## src/rtl/rlebd_pkg.sv

```systemverilog
// Shared types and constants for the run-length byte decoder.
package rlebd_pkg;

   localparam int OUT_LANES  = 8;
   localparam int LANE_W     = 8;
   localparam int OUT_W      = OUT_LANES * LANE_W;
   localparam int CNT_W      = 4;
   localparam int RSP_DATA_W = ((OUT_W + CNT_W + 7) / 8) * 8;
   localparam int SIZE_W     = 24;
   localparam int REM_W      = SIZE_W + 1;
   localparam int RUN_W      = 8;

   localparam logic [7:0] LEN_MASK   = 8'h7F;
   localparam logic [7:0] REPEAT_BIT = 8'h80;

   // Controller to datapath commands.
   typedef struct packed {
      logic start;     // reload remaining count from the size register
      logic decode;    // command byte: subtract length, load run length
      logic rep_load;  // hold the repeat value
      logic rep_emit;  // load one packed beat of repeat copies
      logic lit_load;  // load one literal beat, count down the run
      logic out_last;
      logic out_done;
   } rlebd_cmd_type;

   // Datapath to controller status.
   typedef struct packed {
      logic total_zero;
      logic rem_le0;
      logic run_le1;
      logic run_le_lanes;
   } rlebd_stat_type;

endpackage

```

## src/rtl/rlebd_dpath.sv

```systemverilog
// Datapath: size register, remaining count, run length and output beat register.
module rlebd_dpath
   import rlebd_pkg::*;
(
   input  logic                  clock,
   input  logic                  reset,
   input  logic                  csr_wr_en,
   input  logic [SIZE_W-1:0]     csr_wr_data,
   input  logic [7:0]            in_byte,
   input  rlebd_cmd_type         cmd,
   output rlebd_stat_type        stat,
   output logic [OUT_W-1:0]      out_bytes,
   output logic [CNT_W-1:0]      out_count,
   output logic                  out_run_end,
   output logic                  out_frame_done
);

   logic [SIZE_W-1:0]       total_ff;
   logic signed [REM_W-1:0] rem_ff, rem_in, rem_base;
   logic [RUN_W-1:0]        run_left_ff, run_left_in;
   logic [7:0]              rep_byte_ff;
   logic [OUT_W-1:0]        out_bytes_ff, out_bytes_in;
   logic [CNT_W-1:0]        out_count_ff, out_count_in;
   logic                    out_last_ff, out_done_ff;
   logic [RUN_W-1:0]        cmd_len;
   logic [CNT_W-1:0]        emit_cnt;
   logic [OUT_W-1:0]        rep_word;

   assign cmd_len  = (in_byte & LEN_MASK) + RUN_W'(1);
   assign rem_base = cmd.start ? $signed({1'b0, total_ff}) : rem_ff;
   assign emit_cnt = stat.run_le_lanes ? run_left_ff[CNT_W-1:0] : CNT_W'(OUT_LANES);

   always_comb begin
      rep_word = '0;
      for (int i = 0; i < OUT_LANES; i++) begin
         if (CNT_W'(i) < emit_cnt) begin
            rep_word[i*LANE_W +: LANE_W] = rep_byte_ff;
         end
      end
   end

   always_comb begin
      rem_in       = rem_ff;
      run_left_in  = run_left_ff;
      out_bytes_in = out_bytes_ff;
      out_count_in = out_count_ff;
      if (cmd.decode) begin
         rem_in      = rem_base - $signed({{(REM_W-RUN_W){1'b0}}, cmd_len});
         run_left_in = cmd_len;
      end else if (cmd.start) begin
         rem_in      = rem_base;
         run_left_in = '0;
      end
      if (cmd.rep_emit) begin
         out_bytes_in = rep_word;
         out_count_in = emit_cnt;
         run_left_in  = run_left_ff - RUN_W'(emit_cnt);
      end
      if (cmd.lit_load) begin
         out_bytes_in = OUT_W'(in_byte);
         out_count_in = CNT_W'(1);
         run_left_in  = cmd.out_last ? '0 : run_left_ff - RUN_W'(1);
      end
   end

   always_ff @(posedge clock) begin
      if (reset) begin
         total_ff    <= '0;
         rem_ff      <= '0;
         run_left_ff <= '0;
      end else begin
         if (csr_wr_en) begin
            total_ff <= csr_wr_data;
         end
         rem_ff      <= rem_in;
         run_left_ff <= run_left_in;
      end
   end

   // Payload registers: no reset.
   always_ff @(posedge clock) begin
      if (cmd.rep_load) begin
         rep_byte_ff <= in_byte;
      end
      if (cmd.rep_emit || cmd.lit_load) begin
         out_last_ff <= cmd.out_last;
         out_done_ff <= cmd.out_done;
      end
      out_bytes_ff <= out_bytes_in;
      out_count_ff <= out_count_in;
   end

   assign stat.total_zero   = (total_ff == '0);
   assign stat.rem_le0      = rem_ff[REM_W-1] || (rem_ff == '0);
   assign stat.run_le1      = (run_left_ff <= RUN_W'(1));
   assign stat.run_le_lanes = (run_left_ff <= RUN_W'(OUT_LANES));

   assign out_bytes      = out_bytes_ff;
   assign out_count      = out_count_ff;
   assign out_run_end    = out_last_ff;
   assign out_frame_done = out_done_ff;

endmodule

```

## src/rtl/rlebd_ctrl.sv

```systemverilog
// Controller: decode phase, frame tracking, repeat emission and output valid.
module rlebd_ctrl
   import rlebd_pkg::*;
(
   input  logic           clock,
   input  logic           reset,
   input  logic           req_tvalid,
   output logic           req_tready,
   input  logic [7:0]     in_byte,
   input  logic           frame_start,
   output logic           rsp_tvalid,
   input  logic           rsp_tready,
   input  rlebd_stat_type stat,
   output rlebd_cmd_type  cmd
);

   typedef enum logic [1:0] {
      ST_CMD,
      ST_REP,
      ST_LIT,
      ST_EMIT
   } state_type;

   state_type state_ff, state_in, phase;
   logic      frame_over_ff, frame_over_in;
   logic      done_ff, done_in;
   logic      out_valid_ff, out_valid_in;
   logic      out_free, accept, drop;

   assign out_free   = !out_valid_ff || rsp_tready;
   assign req_tready = (state_ff != ST_EMIT) && out_free;
   assign accept     = req_tvalid && req_tready;
   assign phase      = frame_start ? ST_CMD : state_ff;
   assign drop       = frame_start ? stat.total_zero : frame_over_ff;

   always_comb begin
      state_in      = state_ff;
      frame_over_in = frame_over_ff;
      done_in       = done_ff;
      out_valid_in  = out_valid_ff && !rsp_tready;
      cmd           = '0;
      if (accept) begin
         if (frame_start) begin
            cmd.start     = 1'b1;
            state_in      = ST_CMD;
            frame_over_in = stat.total_zero;
         end
         if (!drop) begin
            unique case (phase)
               ST_REP: begin
                  done_in  = stat.rem_le0;
                  cmd.rep_load = 1'b1;
                  state_in = ST_EMIT;
               end
               ST_LIT: begin
                  cmd.lit_load = 1'b1;
                  cmd.out_last = stat.run_le1;
                  cmd.out_done = stat.run_le1 && stat.rem_le0;
                  out_valid_in = 1'b1;
                  if (stat.run_le1) begin
                     state_in = ST_CMD;
                     if (stat.rem_le0) begin
                        frame_over_in = 1'b1;
                     end
                  end
               end
               default: begin
                  cmd.decode = 1'b1;
                  state_in   = ((in_byte & REPEAT_BIT) != '0) ? ST_REP : ST_LIT;
               end
            endcase
         end
      end else if (state_ff == ST_EMIT && out_free) begin
         // One packed beat per cycle while the output register is free, until the run is spent.
         cmd.rep_emit = 1'b1;
         cmd.out_last = stat.run_le_lanes;
         cmd.out_done = stat.run_le_lanes && done_ff;
         out_valid_in = 1'b1;
         if (stat.run_le_lanes) begin
            state_in      = ST_CMD;
            frame_over_in = done_ff;
         end
      end
   end

   always_ff @(posedge clock) begin
      if (reset) begin
         state_ff      <= ST_CMD;
         frame_over_ff <= 1'b1;
         done_ff       <= 1'b0;
         out_valid_ff  <= 1'b0;
      end else begin
         state_ff      <= state_in;
         frame_over_ff <= frame_over_in;
         done_ff       <= done_in;
         out_valid_ff  <= out_valid_in;
      end
   end

   assign rsp_tvalid = out_valid_ff;

   a_emit_in_frame: assert property (@(posedge clock) disable iff (reset)
      state_ff == ST_EMIT |-> !frame_over_ff)
      else $error("repeat emission outside an active frame");

   a_done_is_last: assert property (@(posedge clock) disable iff (reset)
      (cmd.rep_emit || cmd.lit_load) && cmd.out_done |-> cmd.out_last)
      else $error("frame done on a beat that does not end its run");

   a_done_closes_frame: assert property (@(posedge clock) disable iff (reset)
      (cmd.rep_emit || cmd.lit_load) && cmd.out_done |=> frame_over_ff && rsp_tvalid)
      else $error("frame still open after its final beat");

   a_emit_no_accept: assert property (@(posedge clock) disable iff (reset)
      cmd.rep_emit |-> !accept && !cmd.decode)
      else $error("input taken while a repeat run is emitted");

endmodule

```

## src/rtl/rle_byte_decoder.sv

```systemverilog
// Top level of the run-length byte decoder.
//
//  channel   dir  handshake              payload
//  req       in   req_tvalid/req_tready  tdata = in_byte, tuser = frame_start
//  rsp       out  rsp_tvalid/rsp_tready  tdata = out_bytes, out_count; tlast, tuser
//  csr       in   csr_wr_en              csr_wr_data = total_bytes
//
// Command, literal and dropped bytes each take a single input transfer. A repeat-value byte is
// followed by ceil(n / 8) output beats, one per cycle while not stalled, from the emit loop.
// Reset is synchronous; no frame is active after it until a frame start.
// A full output register that is not taken stalls input and emission alike.
module rle_byte_decoder
   import rlebd_pkg::*;
(
   input  logic                  clock,
   input  logic                  reset,
   input  logic                  req_tvalid,
   output logic                  req_tready,
   input  logic [7:0]            req_tdata,   // [7:0] in_byte
   input  logic                  req_tuser,   // [0] frame_start
   output logic                  rsp_tvalid,
   input  logic                  rsp_tready,
   output logic [RSP_DATA_W-1:0] rsp_tdata,   // [63:0] out_bytes, [67:64] out_count
   output logic                  rsp_tlast,   // out_run_end
   output logic                  rsp_tuser,   // [0] out_frame_done
   input  logic                  csr_wr_en,
   input  logic [SIZE_W-1:0]     csr_wr_data
);

   rlebd_cmd_type    cmd;
   rlebd_stat_type   stat;
   logic [OUT_W-1:0] out_bytes;
   logic [CNT_W-1:0] out_count;

   rlebd_ctrl u_ctrl (
      .clock       (clock),
      .reset       (reset),
      .req_tvalid  (req_tvalid),
      .req_tready  (req_tready),
      .in_byte     (req_tdata),
      .frame_start (req_tuser),
      .rsp_tvalid  (rsp_tvalid),
      .rsp_tready  (rsp_tready),
      .stat        (stat),
      .cmd         (cmd)
   );

   rlebd_dpath u_dpath (
      .clock          (clock),
      .reset          (reset),
      .csr_wr_en      (csr_wr_en),
      .csr_wr_data    (csr_wr_data),
      .in_byte        (req_tdata),
      .cmd            (cmd),
      .stat           (stat),
      .out_bytes      (out_bytes),
      .out_count      (out_count),
      .out_run_end    (rsp_tlast),
      .out_frame_done (rsp_tuser)
   );

   assign rsp_tdata = {{(RSP_DATA_W-OUT_W-CNT_W){1'b0}}, out_count, out_bytes};

endmodule
```

## config.mk

```make
export PLATFORM = sky130hd
export DESIGN_NAME = rle_byte_decoder
export DESIGN_NICKNAME = d
export VERILOG_FILES = /design/src/rtl/rlebd_pkg.sv /design/src/rtl/rlebd_dpath.sv /design/src/rtl/rlebd_ctrl.sv /design/src/rtl/rle_byte_decoder.sv
export SDC_FILE = /design/constraint.sdc
export NUM_CORES = 1
export LEC_CHECK = 0
export BUFFER_PORTS_ARGS = -buffer_cell sky130_fd_sc_hd__clkbuf_2
export CORE_MARGIN = 8
export CORE_UTILIZATION = 53
export CTS_BUF_LIST = sky130_fd_sc_hd__clkbuf_16
export CTS_CLUSTER_SIZE = 10
export DETAILED_ROUTE_END_ITERATION = 16
export PLACE_DENSITY = 0.76
export SKIP_CTS_REPAIR_TIMING = 1
export SYNTH_ARGS = -nofsm -noshare
export SYNTH_HDL_FRONTEND = slang
export SYNTH_SLANG_ARGS = --single-unit
```

## constraint.sdc

```tcl
create_clock -name clock -period 5.7 [get_ports clock]
set_input_delay 0.855 -clock clock [delete_from_list [all_inputs] [get_ports clock]]
set_output_delay 0.855 -clock clock [all_outputs]
set_load 0.01 [all_outputs]
```

==> impl_metrics.prom, run 1 <==
# TYPE chip_impl_metric gauge
chip_impl_info{name="outcome",value="finished clean"} 1
chip_impl_metric{name="worstPathBufferInverterCount",unit=""} 2
chip_impl_metric{name="fp-row-count",unit=""} 41
chip_impl_metric{name="globalRouteOverflowTotal",unit=""} 0
chip_impl_metric{name="reg2reg_slack",unit="ns"} 1.88
chip_impl_metric{name="fp.dieW",unit="um"} 130
chip_impl_metric{name="cts_clk_pin_slew_worst_paths",unit="ns"} 0.06
chip_impl_metric{name="core_area",unit="sq mm"} 0.0126
chip_impl_info{name="worst_path_dominant_cell_family",value="simple AND/OR/NAND/NOR gates"} 1
chip_impl_metric{name="arrival",unit="ns"} 4.39
chip_impl_metric{name="max_freq",unit="MHz"} 246
chip_impl_info{name="critPathLaunchType",value="input pin"} 1
chip_impl_info{name="slowest_stage",value="sky130_fd_sc_hd__nor4_1"} 1
chip_impl_metric{name="htreeDepth",unit=""} 4
chip_impl_info{name="timing.critical_path.to_type",value="flop"} 1
chip_impl_metric{name="place.gp.congestion",unit=""} 0.925
chip_impl_info{name="cts.root.buffer_cell",value="sky130_fd_sc_hd__clkbuf_16"} 1
chip_impl_info{name="yosysMostFrequentCell",value="sky130_fd_sc_hd__dfxtp_1"} 1
chip_impl_metric{name="cellLeakagePower",unit="nW"} 3.48
chip_impl_info{name="synth.top_cells.by_count",value="sky130_fd_sc_hd__dfxtp_1 (122), sky130_fd_sc_hd__nand2_1 (80), sky130_fd_sc_hd__nor2_1 (68), sky130_fd_sc_hd__a22o_1 (56), sky130_fd_sc_hd__mux2i_1 (43)"} 1
chip_impl_info{name="synth.top_cells.by_area",value="sky130_fd_sc_hd__dfxtp_1 (36%), sky130_fd_sc_hd__edfxtp_1 (7.9%), sky130_fd_sc_hd__a22o_1 (7.2%), sky130_fd_sc_hd__mux2i_1 (6.3%), sky130_fd_sc_hd__nand2_1 (4.4%)"} 1
chip_impl_info{name="hold_start",value="u_dpath.out_count[3]"} 1
chip_impl_metric{name="finalSetupViolations",unit=""} 0
chip_impl_metric{name="maxCapViolations",unit=""} 0
chip_impl_metric{name="slew_violations",unit=""} 0
chip_impl_info{name="worstHoldPathType",value="flop to flop"} 1
chip_impl_metric{name="antenna_found_initial",unit=""} 0
chip_impl_metric{name="timing.critical_path.fanout_max",unit=""} 10
chip_impl_info{name="most_used_flip_flop_cell_after_synthesis",value="sky130_fd_sc_hd__dfxtp_1"} 1
chip_impl_metric{name="count_of_nets_after_finishing",unit=""} 888
chip_impl_metric{name="fp.dieH",unit="um"} 130
chip_impl_metric{name="grt_pass1_wl",unit="um"} 31400
chip_impl_metric{name="seq_total_area_yosys",unit="%"} 43.6
chip_impl_metric{name="routed_wl",unit="um"} 19400
chip_impl_metric{name="cpPeakStageDelay",unit="ns"} 0.71
chip_impl_metric{name="max_transition_margin",unit="%"} 32.1
chip_impl_metric{name="pre_cts_ws",unit="ns"} 1.28
chip_impl_metric{name="wl_per_cell",unit="um"} 19.0
chip_impl_info{name="worst_r2r_startpoint",value="u_ctrl.rsp_tvalid"} 1
chip_impl_metric{name="fp.dieArea",unit="sq mm"} 0.0168
chip_impl_metric{name="worst-endpoint-required",unit="ns"} 6.03
chip_impl_metric{name="power.density_cell_area",unit="mW/mm^2"} 391
chip_impl_metric{name="min_period",unit="ns"} 4.06
chip_impl_metric{name="clock-sinks",unit=""} 140
chip_impl_metric{name="overall_via_count_from_detail_route",unit=""} 6390
chip_impl_metric{name="io_buffers",unit=""} 109
chip_impl_metric{name="cts.path.max_buffers",unit=""} 2
chip_impl_info{name="critical_path.cell_chain",value="clkbuf_2 > nand2b_1 > nand3_1 > mux2i_1 > ha_1 > inv_1 > fa_1 > a211o_1 > o211ai_1 > a21oi_1 > nor4_1 > a311oi_1 > a211oi_1"} 1
chip_impl_metric{name="grt_max_degree",unit=""} 60
chip_impl_metric{name="timing_worst_slew_pin_value",unit="ns"} 1.01
chip_impl_metric{name="syn_to_final_growth",unit="%"} 17.8
chip_impl_metric{name="asyncSetResetFlopFracSynth",unit="%"} 0
chip_impl_metric{name="finalHoldViolCount",unit=""} 0
chip_impl_metric{name="place.detailed.hpwl",unit="um"} 13900
chip_impl_info{name="cts_tree",value="done"} 1
chip_impl_metric{name="fin_area",unit="sq mm"} 0.00806
chip_impl_metric{name="hold_depth",unit=""} 1
chip_impl_metric{name="drtAntennaViolNets",unit=""} 0
chip_impl_info{name="synth_area_leader_cell",value="sky130_fd_sc_hd__dfxtp_1"} 1
chip_impl_metric{name="setup_total_negative_slack",unit="ns"} 0
chip_impl_metric{name="synthDistinctLibCells",unit=""} 73
chip_impl_metric{name="synth-edff-count",unit=""} 18
chip_impl_info{name="hold-path-endpoint",value="u_dpath.out_count[3]"} 1
chip_impl_metric{name="timing.hold.ws",unit="ns"} 0.453
chip_impl_metric{name="post_route_cells_drive_above_1_share",unit="%"} 18.6
chip_impl_metric{name="synthesis.area",unit="sq mm"} 0.00684
chip_impl_metric{name="synth_warn",unit=""} 0
chip_impl_metric{name="drt-initial-drc-count",unit=""} 686
chip_impl_metric{name="ff2ff_path_depth",unit=""} 12
chip_impl_metric{name="postLayoutSetupSlackWorst",unit="ns"} 1.64
chip_impl_metric{name="drc",unit=""} 0
chip_impl_metric{name="cts_inserted_buffers",unit=""} 17
chip_impl_metric{name="grt.total_usage",unit="%"} 23.4
chip_impl_metric{name="first_global_vias",unit=""} 6073
chip_impl_metric{name="number_of_iterations_in_the_first_detailed_routing_pass",unit=""} 5
chip_impl_metric{name="synth_seq_cells",unit=""} 140
chip_impl_metric{name="vdd_drop_max",unit="uV"} 198
chip_impl_metric{name="antenna-diode-count",unit=""} 0
chip_impl_info{name="worstSetupPathType",value="input pin to flop"} 1
chip_impl_metric{name="via_per_inst",unit=""} 6.26
chip_impl_metric{name="clk-insertion-delay-late",unit="ns"} 0.42
chip_impl_metric{name="ios",unit=""} 114
chip_impl_info{name="r2r_end",value="u_dpath.rem_ff[20]"} 1
chip_impl_info{name="grt_setup_unrepaired",value="no"} 1
chip_impl_metric{name="syn-instance-count",unit=""} 745
chip_impl_metric{name="initial_core_util",unit="%"} 54.2
chip_impl_metric{name="finalClockSkew",unit="ns"} 0.00667
chip_impl_metric{name="placed_area",unit="sq mm"} 0.00746
chip_impl_metric{name="yosys.area.top_type_share",unit="%"} 35.7
chip_impl_metric{name="post-route-period-util",unit="%"} 71.3
chip_impl_metric{name="syn_area_per_cell",unit="sq um"} 9.18
layout by cell type (no fill, tap or decap), drive strengths merged, types with 4 or more instances in the layout:
master  count
inv        22
and2        4
nor4       23
a21oi      20
a311oi      5
nand4       6
dfxtp     122
nand3      28
a211oi     12
nor3       19
xor2        8
nand2      80
a21o        9
mux2i      43
clkbuf    127
o31ai       8
a22o       56
nand2b      9
xnor2       7
o21a        5
o21ai      15
conb        5
o31a        4
clkinv      6
and3        8
o32ai       4
a31oi       7
nor2b       6
nor2       70
ha         14
edfxtp     18
or3        10
buf         6
o211ai      4
mux2        4
layer usage:
layer,global-route usage [%],routed length [um],up-vias
met4,10.8,498,0
met2,36.4,8600,366
li1,-,-,2971
met3,5.14,2080,47
met1,30.5,8180,3006
met5,0,0,-
power breakdown:
group | internal (W) | total (W) | switching, W
registers | 0.00116 | 0.00128 | 0.000118
logic | 0.000334 | 0.000768 | 0.000434
clock network | 0.000669 | 0.00110 | 0.000432
total | 0.00217 | 0.00315 | 0.000984
worst max path at each step:
stage | endpoint | cells past startpoint | slack (ns) | start
finish | u_dpath.rem_ff[20] | 13 | 1.64 | rsp_tready
global route | u_dpath.rem_ff[20] | 13 | 1.29 | rsp_tready
global placement | u_dpath.rem_ff[20] | 13 | 1.49 | rsp_tready
floorplan | u_dpath.rem_ff[20] | 14 | 1.41 | rsp_tready
CTS | u_dpath.rem_ff[20] | 13 | 1.71 | rsp_tready
detailed placement | u_dpath.rem_ff[20] | 13 | 1.28 | rsp_tready
flip-flops by register name, indices dropped and copies added (netlist names):
name / count
u_dpath.out_run_end: 1
u_dpath.out_bytes: 64
u_ctrl.frame_over_ff: 1
u_dpath.out_frame_done: 1
u_dpath.run_left_ff: 8
u_ctrl.rsp_tvalid: 1
u_dpath.rep_byte_ff: 8
u_dpath.out_count: 4
u_dpath.rem_ff: 25
u_ctrl.done_ff: 1
u_ctrl.state_ff: 2
u_dpath.total_ff: 24
final cells by class:
class	count	area [sq um]
fill	1067	4560
multi-input combinational	542	3600
sequential	140	2980
timing repair buffer	115	591
clock buffer	18	450
tap	172	215
clock inverter	14	144
inverter	19	71.3
cell families after synthesis:
family,Yosys count,share of synthesized area (%)
muxes,47,6.95
adders and majority gates,15,2.85
AOI/OAI and AO/OA,188,21.6
and+or+nand+nor,272,18.9
buffers and inverters,66,4.06
xor gates and xnor gates,15,1.92
other,2,0.110
DFF,140,43.6
stage by stage:
stage / total power [W] / instances / util (%)
3_5_place_dp: 0.00206 / 988 / 59.1
3_3_place_gp: 0.00204 / 988 / 59.1
4_1_cts: 0.00316 / 1020 / 63.9
6_report: 0.00315 / 1020 / 63.9
5_1_grt: 0.00330 / 1020 / 63.9
2_1_floorplan: 0.00178 / 748 / -
Note: power is estimated with default switching activity, not from simulation.
==> run 2: changes to the inputs <==
--- a/config.mk
+++ b/config.mk
@@ -7,7 +7,7 @@
 export LEC_CHECK = 0
 export BUFFER_PORTS_ARGS = -buffer_cell sky130_fd_sc_hd__clkbuf_2
 export CORE_MARGIN = 8
-export CORE_UTILIZATION = 53
+export CORE_UTILIZATION = 51
 export CTS_BUF_LIST = sky130_fd_sc_hd__clkbuf_16
 export CTS_CLUSTER_SIZE = 10
 export DETAILED_ROUTE_END_ITERATION = 16
==> constraint.sdc (replaced) <==
create_clock -name clock -period 3.25 [get_ports clock]
set_input_delay 0.4875 -clock clock [delete_from_list [all_inputs] [get_ports clock]]
set_output_delay 0.4875 -clock clock [all_outputs]
set_load 0.01 [all_outputs]
==> impl_metrics.prom, run 2 (synthesized netlist as in run 1, its figures left out) <==
# TYPE chip_impl_metric gauge
chip_impl_metric{name="post_route_cells_drive_above_1_share",unit="%"} 22.4
chip_impl_metric{name="slew_violations",unit=""} 0
chip_impl_metric{name="via_per_inst",unit=""} 6.26
chip_impl_metric{name="io_buffers",unit=""} 109
chip_impl_metric{name="place.detailed.hpwl",unit="um"} 15600
chip_impl_info{name="mostFrequentLayoutCell",value="sky130_fd_sc_hd__dfxtp_1"} 1
chip_impl_metric{name="overall_via_count_from_detail_route",unit=""} 6610
chip_impl_metric{name="timing_worst_slew_pin_value",unit="ns"} 1.11
chip_impl_metric{name="vdd_drop_max",unit="uV"} 366
chip_impl_metric{name="placed_area",unit="sq mm"} 0.00775
chip_impl_metric{name="fp.dieH",unit="um"} 132
chip_impl_metric{name="timing.hold.ws",unit="ns"} 0.296
chip_impl_metric{name="postLayoutSetupSlackWorst",unit="ns"} 0.219
chip_impl_metric{name="worst-endpoint-required",unit="ns"} 3.59
chip_impl_metric{name="ff2ff_path_depth",unit=""} 12
chip_impl_metric{name="grt.total_usage",unit="%"} 23.5
chip_impl_metric{name="power.share.sequential",unit="%"} 39.9
chip_impl_metric{name="cts.path.max_buffers",unit=""} 2
chip_impl_metric{name="count_of_nets_after_finishing",unit=""} 920
chip_impl_metric{name="post-route-period-util",unit="%"} 93.3
chip_impl_metric{name="drc",unit=""} 0
chip_impl_metric{name="drt-initial-drc-count",unit=""} 693
chip_impl_metric{name="drtAntennaViolNets",unit=""} 0
chip_impl_metric{name="fp.dieW",unit="um"} 132
chip_impl_metric{name="switching_share",unit="%"} 33.3
chip_impl_metric{name="cts_clk_pin_slew_worst_paths",unit="ns"} 0.07
chip_impl_metric{name="fp-row-count",unit=""} 42
chip_impl_metric{name="reg2reg_slack",unit="ns"} 0.22
chip_impl_metric{name="routed_wl",unit="um"} 20900
chip_impl_metric{name="place.gp.congestion",unit=""} 0.909
chip_impl_metric{name="max_freq",unit="MHz"} 330
chip_impl_info{name="outcome",value="finished clean"} 1
chip_impl_metric{name="htreeDepth",unit=""} 4
chip_impl_info{name="worst_r2r_startpoint",value="u_ctrl.state_ff[0]"} 1
chip_impl_metric{name="cellLeakagePower",unit="nW"} 3.64
chip_impl_metric{name="cts_inserted_buffers",unit=""} 17
chip_impl_metric{name="number_of_iterations_in_the_first_detailed_routing_pass",unit=""} 6
chip_impl_metric{name="arrival",unit="ns"} 3.38
chip_impl_info{name="worst_setup_path_endpoint",value="u_dpath.rem_ff[20]"} 1
chip_impl_metric{name="first_global_vias",unit=""} 6377
chip_impl_info{name="final_cell_mix",value="sky130_fd_sc_hd__dfxtp_1 (122), sky130_fd_sc_hd__clkbuf_2 (109), sky130_fd_sc_hd__nand2_1 (80)"} 1
chip_impl_info{name="timing.critical_path.to_type",value="flop"} 1
chip_impl_metric{name="antenna_found_initial",unit=""} 0
chip_impl_metric{name="syn_to_final_growth",unit="%"} 21.8
chip_impl_metric{name="power.net_switching",unit="W"} 0.00187
chip_impl_info{name="worstSetupPathType",value="flop to flop"} 1
chip_impl_metric{name="min_period",unit="ns"} 3.03
chip_impl_metric{name="fin_area",unit="sq mm"} 0.00834
chip_impl_info{name="worst_path_dominant_cell_family",value="compound AO/OA/AOI/OAI gates"} 1
chip_impl_info{name="critPathLaunchType",value="flop"} 1
chip_impl_info{name="r2r_end",value="u_dpath.rem_ff[20]"} 1
chip_impl_metric{name="timing.critical_path.fanout_max",unit=""} 6
chip_impl_metric{name="power.density_cell_area",unit="mW/mm^2"} 674
chip_impl_metric{name="finalClockSkew",unit="ns"} 0.00906
chip_impl_metric{name="cellInternalPower",unit="W"} 0.00374
chip_impl_metric{name="power.combinational.fraction",unit="%"} 25.8
chip_impl_metric{name="worstPathBufferInverterCount",unit=""} 1
chip_impl_metric{name="finished_core_util",unit="%"} 63.2
chip_impl_metric{name="maxCapViolations",unit=""} 0
chip_impl_metric{name="wl_per_cell",unit="um"} 19.8
chip_impl_metric{name="clkPwrFrac",unit="%"} 34.3
chip_impl_metric{name="core_area",unit="sq mm"} 0.0132
chip_impl_metric{name="initial_core_util",unit="%"} 51.9
chip_impl_metric{name="max_reg_flops",unit=""} 64
chip_impl_info{name="worstHoldPathType",value="input pin to flop"} 1
chip_impl_metric{name="antenna-diode-count",unit=""} 0
chip_impl_metric{name="finalSetupViolations",unit=""} 0
chip_impl_metric{name="max_transition_margin",unit="%"} 25.4
chip_impl_info{name="grt_setup_unrepaired",value="no"} 1
chip_impl_metric{name="fp.dieArea",unit="sq mm"} 0.0174
chip_impl_metric{name="pre_cts_ws",unit="ns"} -0.0227
chip_impl_metric{name="grt_max_degree",unit=""} 34
chip_impl_info{name="slowest_stage",value="sky130_fd_sc_hd__nor4_4"} 1
chip_impl_metric{name="ios",unit=""} 114
chip_impl_metric{name="finalHoldViolCount",unit=""} 0
chip_impl_metric{name="clock-sinks",unit=""} 140
chip_impl_info{name="critical_path.cell_chain",value="nand2_1 > nand3_4 > mux2i_1 > ha_1 > inv_1 > fa_2 > a211o_1 > o211ai_1 > a21oi_2 > nor4_4 > a311oi_1 > a211oi_1"} 1
chip_impl_metric{name="globalRouteOverflowTotal",unit=""} 0
chip_impl_metric{name="timing.critical_path.depth",unit=""} 12
chip_impl_metric{name="grt_pass1_wl",unit="um"} 33500
chip_impl_info{name="crit_path_start",value="u_ctrl.state_ff[0]"} 1
chip_impl_info{name="cts.root.buffer_cell",value="sky130_fd_sc_hd__clkbuf_16"} 1
chip_impl_info{name="cts_tree",value="done"} 1
chip_impl_metric{name="clk-insertion-delay-late",unit="ns"} 0.43
chip_impl_metric{name="cpPeakStageDelay",unit="ns"} 0.41
## run 2: tightest hold or removal path: cells and delay by family
kind                   cells  cell delay [ns]
buffers and inverters      1             0.08
muxes                      1             0.05
and+or+nand+nor            1             0.07
## run 2: per-layer routing
metal  wire length (um)  track usage [%]
met5                  0                0
met4                608             10.3
met2               9650             36.9
met1               8940             29.5
met3               1730             6.52
## run 2: power groups by stage
stage               combinational, W  clock (W)  sequential, W
floorplan                   0.000827          0        0.00231
global placement             0.00140          0        0.00226
detailed placement           0.00143          0        0.00227
CTS                          0.00144    0.00194        0.00224
global route                 0.00157    0.00201        0.00228
finish                       0.00145    0.00192        0.00224
## run 2: cell type report
class,count,area (sq um)
Tap cell,176,220
Sequential cell,140,2980
Multi-Input combinational cell,542,3650
Clock inverter,14,131
Timing Repair Buffer,147,831
Clock buffer,18,450
Fill cell,1131,4850
Inverter,19,71.3
## run 2: stage by stage
step	TNS [ns]	cells	total power, W
6_report	0	1056	0.00561
3_5_place_dp	-0.0313	1024	0.00370
4_1_cts	0	1056	0.00561
5_1_grt	0	1056	0.00585
3_3_place_gp	0	1024	0.00366
2_1_floorplan	0	748	0.00314
## run 2: worst min-delay path by stage
| stage | from | to | slack [ns] | cells past startpoint |
|---|---|---|---|---|
| floorplan | u_ctrl.done_ff | u_ctrl.done_ff | 0.46 | 2 |
| global placement | u_dpath.out_count[3] | u_dpath.out_count[3] | 0.44 | 1 |
| detailed placement | u_dpath.out_count[3] | u_dpath.out_count[3] | 0.45 | 1 |
| CTS | csr_wr_data[14] | u_dpath.total_ff[14] | 0.29 | 3 |
| global route | req_tdata[7] | u_dpath.rep_byte_ff[7] | 0.30 | 1 |
| finish | csr_wr_data[14] | u_dpath.total_ff[14] | 0.30 | 3 |
